[config.mk]
export PLATFORM = sky130hd
export DESIGN_NAME = lwc_cell
export DESIGN_NICKNAME = d
export VERILOG_FILES = /design/src/rtl/core/lwc_pkg.sv /design/src/rtl/core/lwc_cell.sv
export SDC_FILE = /design/constraint.sdc
export NUM_CORES = 2
export LEC_CHECK = 0
export ABC_CLOCK_PERIOD_IN_PS = 14700
export BUFFER_PORTS_ARGS = -buffer_cell sky130_fd_sc_hd__clkbuf_2
export CORE_MARGIN = 3
export CORE_UTILIZATION = 34
export CTS_BUF_LIST = sky130_fd_sc_hd__clkbuf_16
export CTS_CLUSTER_SIZE = 8
export DETAILED_ROUTE_END_ITERATION = 8
export GPL_TIMING_DRIVEN = 0
export PLACE_DENSITY = 0.53
export SYNTH_ARGS = -nofsm -noshare
export SYNTH_HDL_FRONTEND = slang
export SYNTH_SLANG_ARGS = --single-unit
[constraint.sdc]
create_clock -name clk -period 14.7 [get_ports clk]
set_input_delay 1.47 -clock clk [delete_from_list [all_inputs] [get_ports clk]]
set_output_delay 1.47 -clock clk [all_outputs]
set_load 0.1 [all_outputs]
[src/rtl/core/lwc_pkg.sv]
// Shared types, constants and helpers for the lagged window correlation block.
// No dependencies; every other file of the block depends on this package.
package lwc_pkg;

	localparam int SAMPLE_W   = 16;
	localparam int WIN_W      = 7;
	localparam int LAGCFG_W   = 6;
	localparam int LAG_W      = 5;
	localparam int STR_W      = 8;
	localparam int FILL_W     = 8;
	localparam int NUM_CELLS  = 32;
	localparam int WIN_MIN    = 2;
	localparam int WIN_MAX    = 64;
	localparam int LAG_MIN    = 1;
	localparam int LAG_MAX    = 32;
	localparam int WIN_RESET  = 40;
	localparam int LAG_RESET  = 20;
	localparam int FILL_MAX   = 255;
	localparam int HISTORY_DEPTH_DEF = 128;

	// Sum widths: window sums, sums of products, n-scaled variances.
	localparam int SUM_W  = 22;
	localparam int SQ_W   = 38;
	localparam int VAR_W  = 44;
	localparam int HALF_W = VAR_W / 2;
	localparam int PROD_W = 2 * VAR_W;
	localparam int NUM_W  = PROD_W + STR_W;

	// Configuration port.
	localparam int CFG_IDX_W  = 2;
	localparam int CFG_DATA_W = 7;
	localparam logic [CFG_IDX_W-1:0] CFG_WINDOW_SIZE = 2'd0;
	localparam logic [CFG_IDX_W-1:0] CFG_MAX_LAG     = 2'd1;

	// One history sample pair with its age, as it travels along the cell row.
	typedef struct packed {
		logic                valid;
		logic [WIN_W-1:0]    idx;
		logic [SAMPLE_W-1:0] f;
		logic [SAMPLE_W-1:0] g;
	} lwc_tap_t;

	// Running sums of one window pair.
	typedef struct packed {
		logic [SUM_W-1:0] sf;
		logic [SUM_W-1:0] sg;
		logic [SQ_W-1:0]  sfg;
		logic [SQ_W-1:0]  sff;
		logic [SQ_W-1:0]  sgg;
	} lwc_sums_t;

	// Request to the ratio unit.
	typedef struct packed {
		logic             start;
		logic [WIN_W-1:0] n;
		lwc_sums_t        sums;
	} lwc_job_t;

	typedef enum logic [2:0] {
		ST_IDLE, ST_STREAM, ST_DRAIN, ST_CALC_A, ST_CALC_B, ST_EMIT
	} lwc_state_t;

	typedef enum logic [2:0] {
		RS_IDLE, RS_MUL, RS_SUB, RS_PART, RS_SCALE, RS_DIV, RS_DONE
	} lwc_rstate_t;

	function automatic logic [WIN_W-1:0] clamp_win(input logic [WIN_W-1:0] v);
		if (v < WIN_W'(WIN_MIN)) return WIN_W'(WIN_MIN);
		if (v > WIN_W'(WIN_MAX)) return WIN_W'(WIN_MAX);
		return v;
	endfunction

	function automatic logic [LAGCFG_W-1:0] clamp_lag(input logic [LAGCFG_W-1:0] v);
		if (v < LAGCFG_W'(LAG_MIN)) return LAGCFG_W'(LAG_MIN);
		if (v > LAGCFG_W'(LAG_MAX)) return LAGCFG_W'(LAG_MAX);
		return v;
	endfunction

endpackage

[src/rtl/core/lwc_cell.sv]
// One cell of the lag row: passes the sample stream on through one delay register and
// accumulates the window sums of both lag directions. Depends on lwc_pkg.
module lwc_cell (
	input  logic                      clk,
	input  logic                      arst_n,
	input  logic                      clr,
	input  logic [lwc_pkg::WIN_W-1:0] win,
	input  lwc_pkg::lwc_tap_t         bcast,
	input  lwc_pkg::lwc_tap_t         chain_in,
	output lwc_pkg::lwc_tap_t         chain_out,
	output lwc_pkg::lwc_sums_t        sums_a,
	output lwc_pkg::lwc_sums_t        sums_b
);
	import lwc_pkg::*;

	lwc_tap_t            chain_q;
	lwc_sums_t           acc_a_q, acc_b_q;
	logic                hit;
	logic [2*SAMPLE_W-1:0] pa_fg, pa_ff, pa_gg, pb_fg, pb_ff, pb_gg;

	// The delayed stream element pairs with the newest-first broadcast element.
	assign hit = bcast.valid && chain_in.valid && (chain_in.idx < win);

	// Set A: f broadcast, g delayed. Set B: f delayed, g broadcast.
	always_comb begin
		pa_fg = {16'b0, bcast.f} * {16'b0, chain_in.g};
		pa_ff = {16'b0, bcast.f} * {16'b0, bcast.f};
		pa_gg = {16'b0, chain_in.g} * {16'b0, chain_in.g};
		pb_fg = {16'b0, chain_in.f} * {16'b0, bcast.g};
		pb_ff = {16'b0, chain_in.f} * {16'b0, chain_in.f};
		pb_gg = {16'b0, bcast.g} * {16'b0, bcast.g};
	end

	// Delay register that hands the stream to the next cell.
	always_ff @(posedge clk or negedge arst_n) begin
		if (!arst_n) begin
			chain_q.valid <= 1'b0;
		end else begin
			chain_q.valid <= chain_in.valid;
			chain_q.idx   <= chain_in.idx;
			chain_q.f     <= chain_in.f;
			chain_q.g     <= chain_in.g;
		end
	end

	// Window accumulators, cleared at the start of each item.
	always_ff @(posedge clk) begin
		if (clr) begin
			acc_a_q <= '0;
			acc_b_q <= '0;
		end else if (hit) begin
			acc_a_q.sf  <= acc_a_q.sf + SUM_W'(bcast.f);
			acc_a_q.sg  <= acc_a_q.sg + SUM_W'(chain_in.g);
			acc_a_q.sfg <= acc_a_q.sfg + SQ_W'(pa_fg);
			acc_a_q.sff <= acc_a_q.sff + SQ_W'(pa_ff);
			acc_a_q.sgg <= acc_a_q.sgg + SQ_W'(pa_gg);
			acc_b_q.sf  <= acc_b_q.sf + SUM_W'(chain_in.f);
			acc_b_q.sg  <= acc_b_q.sg + SUM_W'(bcast.g);
			acc_b_q.sfg <= acc_b_q.sfg + SQ_W'(pb_fg);
			acc_b_q.sff <= acc_b_q.sff + SQ_W'(pb_ff);
			acc_b_q.sgg <= acc_b_q.sgg + SQ_W'(pb_gg);
		end
	end

	assign chain_out = chain_q;
	assign sums_a    = acc_a_q;
	assign sums_b    = acc_b_q;

endmodule

==> impl_summary.txt <==
----------------------------------------------------
[Outcome]
  Result of the run ... finished, violations left
  Failing checks ... capacitance limit, slew limit

[GRT]
  Number of antenna violations at the first check in global routing ... 39
  Total congestion overflow after global routing ... 0
  Wire length of the first global-routing pass ... 404 mm
  Pin count of the biggest net entering global routing ... 41
  Number of global-route vias before repair ... 57.9k
  Combined global-route utilization of all metal layers ... 0.271

[Floorplan]
  Starting utilization of the core area ... 0.344
  Die width ... 454 um
  Ports ... 446
  Core Footprint ... 198000 sq um
  Die Footprint ... 206000 sq um
  Chip Height ... 454 um
  Cell row count ... 163

[Synth]
  Top cell type by total area after synthesis ... fa_1
  Fraction of registers with async set or reset after synthesis ... 0.00281
  Most numerous cell in the Yosys netlist ... inv_1
  Synthesized flop and latch total ... 356
  Number of distinct library cells after synthesis ... 89
  Mean cell area of the mapped netlist ... 8.49 sq um
  Number of nets in the synthesized netlist ... 10.1k
  Most used standard cells in the synthesized netlist ... inv_1 (2079), fa_1 (1229), nand2_1 (1067)
  Most area-consuming cells after synthesis ... fa_1 (36%), ha_1 (13%), inv_1 (11%)
  Synth top area share ... 0.361
  Number of warnings reported in the yosys synthesis log ... 0
  Dominant synthesized flop cell ... dfxtp_1
  Number of standard cells after synthesis ... 8035
  Netlist area before placement ... 68200 sq um
  Number of enable-type register cells in the synthesized netlist ... 39
  Post-synthesis sequential area ratio ... 0.110

[Hold path]
  HP Class ... register to register

[Setup path]
  Setup slack, reg-to-reg ... 8.31 ns
  Worst Path Class, Setup ... input port to register
  Cell Chain, Critical Path ... clkbuf_2 -> clkbuf_1 -> clkbuf_1 -> nand2_1 -> fa_1 -> fa_1 -> fa_1 -> fa_1 -> inv_1 -> fa_1 -> inv_1 -> fa_1 -> inv_1 -> ha_1 -> nand4_1 -> a211oi_1 -> o41ai_2 -> o21ai_1 -> a32oi_1 -> a211oi_1 -> xnor2_1 -> nor2_1
  CP max stage delay ... 1.05 ns
  Critical Path Start Type ... input port
  Kind of capture point of the worst setup path ... register
  Standard cell with the maximum stage delay on the critical path ... a211oi_1
  Data required time at the worst endpoint ... 15.25 ns
  FF-to-FF path depth ... 19
  End point of the critical path ... sums_a[113]$_SDFFE_PP0P_
  Worst r2r dst ... sums_b[30]$_SDFFE_PP0P_
  Critical Path Fanout Max ... 11
  Origin of the critical flop-to-flop path ... sums_b[10]$_SDFFE_PP0P_
  Critical path's most frequent cell ... fa_1
  Worst setup path startpoint ... bcast[25]
  Crit path arrival time ... 10.09 ns

[Timing]
  Tmin final ... 9.54 ns
  Worst Hold Slack ... 0.470 ns
  Transition at the pin with the smallest max-transition slack ... 1.53 ns
  Worst Clk Skew ... 0.0482 ns
  Post-route setup slack ... 5.16 ns
  Total of endpoints with negative setup slack in the final report ... 0
  Final TNS setup ... 0 ns
  Hold Vio Cnt, Final ... 0
  Maximum achievable frequency ... 105 MHz
  Setup repair after global routing missed its margin ... no
  Final count of pins violating max slew ... 11
  Rel. slew slack ... -0.0203
  Final cycle utilization of the critical path ... 0.649

[CTS]
  Buffer count from post-CTS setup fixing ... 0
  Cts repair resizes ... 0
  Clock sink total ... 356
  Number of CTS-inserted buffers ... 58
  Number of buffers on the longest clock path ... 3
  Hold buffer count at CTS ... 0
  Clk root buf ... clkbuf_16
  TritonCTS clock tree ... done
  Register clock-pin slew on the reported worst setup and hold paths ... 0.05 ns
  Source-to-sink clock delay at the later pin of the worst-skew pair ... 0.75 ns
  Number of H-tree levels ... 2

[Routing]
  Drt via density ... 5.02
  Total wire length after detailed routing ... 279 mm
  Count of unresolved DRC violations after routing ... 0
  Vias post-DR ... 56.5k
  Antenna-violating nets left ... 0
  1st-pass router iterations ... 6
  Drt wl/cell ... 24.9 um
  Number of design-rule violations left by the first detailed-router iteration ... 4389

[Placed design]
  Pre-CTS setup slack ... 4.73 ns
  Inst Count DP ... 11.1k
  Post-detail-place hpwl ... 231 mm
  Placer's final routability congestion estimate ... 0.986
  Port-buffer cells ... 437

[Run]
  Maximum Capacitance Violations ... 1

[Layout]
  Layout net count ... 10.6k
  Growth of design area from synthesis to finish ... 10.9%
  Finished Layout Cells ... 11.2k
  Layout cells sized above 1 ... 0.0711

----------------------------------------------------
[layout by cell type, fill, tap and decap left out, types with 144 or more instances in the layout]
cell	n
o21ai_0	148
and2_1	328
xnor2_1	144
dfxtp_1	316
clkbuf_2	458
clkbuf_1	274
nor2_1	297
inv_1	2095
a21oi_1	416
ha_1	724
fa_1	1229
nand2_1	1067
[layout make-up]
cell class | count | area [sq um]
inverters | 2092 | 7850
plain buffers | 308 | 1190
multi-input cells | 5279 | 51700
flip-flops and latches | 356 | 7520
fillers | 20600 | 123000
well taps | 2640 | 3300
clock buffers | 58 | 1450
repair buffers | 443 | 2320
clock inverters | 41 | 269
diodes | 17 | 42.5
[per-layer routing]
metal | GRT usage | up-vias | wire (um)
met1 | 0.349 | 28300 | 114000
met2 | 0.408 | 2209 | 119000
met4 | 0.197 | 0 | 25000
met3 | 0.0486 | 541 | 20900
met5 | 0 | - | 0
li1 | - | 25400 | -
[flip-flops by register name (all words and copies together), names as in the netlist]
signal	flops
sums_a	158
chain_out	40
sums_b	158
[worst max-delay path: cells and delay by family]
kind            cells  cell delay (ns)
compound gates      5             2.45
simple gates        3             0.44
buf+inv             6             1.98
fa+ha+maj           7             3.50
xor+xnor            1             0.21
[worst min path at each step]
stage                             startpoint                        to  cells past startpoint
floorplan           sums_a[107]$_SDFFE_PP0P_  sums_a[107]$_SDFFE_PP0P_                      2
CTS                 sums_b[151]$_SDFFE_PP0P_  sums_b[151]$_SDFFE_PP0P_                      2
finish              sums_b[151]$_SDFFE_PP0P_  sums_b[151]$_SDFFE_PP0P_                      2
global route        sums_a[138]$_SDFFE_PP0P_  sums_a[138]$_SDFFE_PP0P_                      2
global placement     sums_a[28]$_SDFFE_PP0P_   sums_a[28]$_SDFFE_PP0P_                      2
detailed placement  sums_b[151]$_SDFFE_PP0P_  sums_b[151]$_SDFFE_PP0P_                      2
[cells by family (layout without fill, tap and decap cells)]
family	Yosys count	count (layout)	share of synthesized area
simple gates	2080	2080	0.140
flops	356	356	0.110
compound gates	991	991	0.0913
other cells	0	17	0
buf+inv	2400	2942	0.132
mux	24	24	0.00376
xor+xnor	231	231	0.0297
fa+ha+maj	1953	1953	0.493
[through the flow]
stage	area (sq um)	utilization
2_1_floorplan	68200	-
3_3_place_gp	73700	0.371
3_5_place_dp	73900	0.372
4_1_cts	75600	0.381
5_1_grt	75600	0.381
6_report	75600	0.381
Power is not shown: default switching activity piles up to over one toggle a cycle in this logic, so the estimate is an artifact.
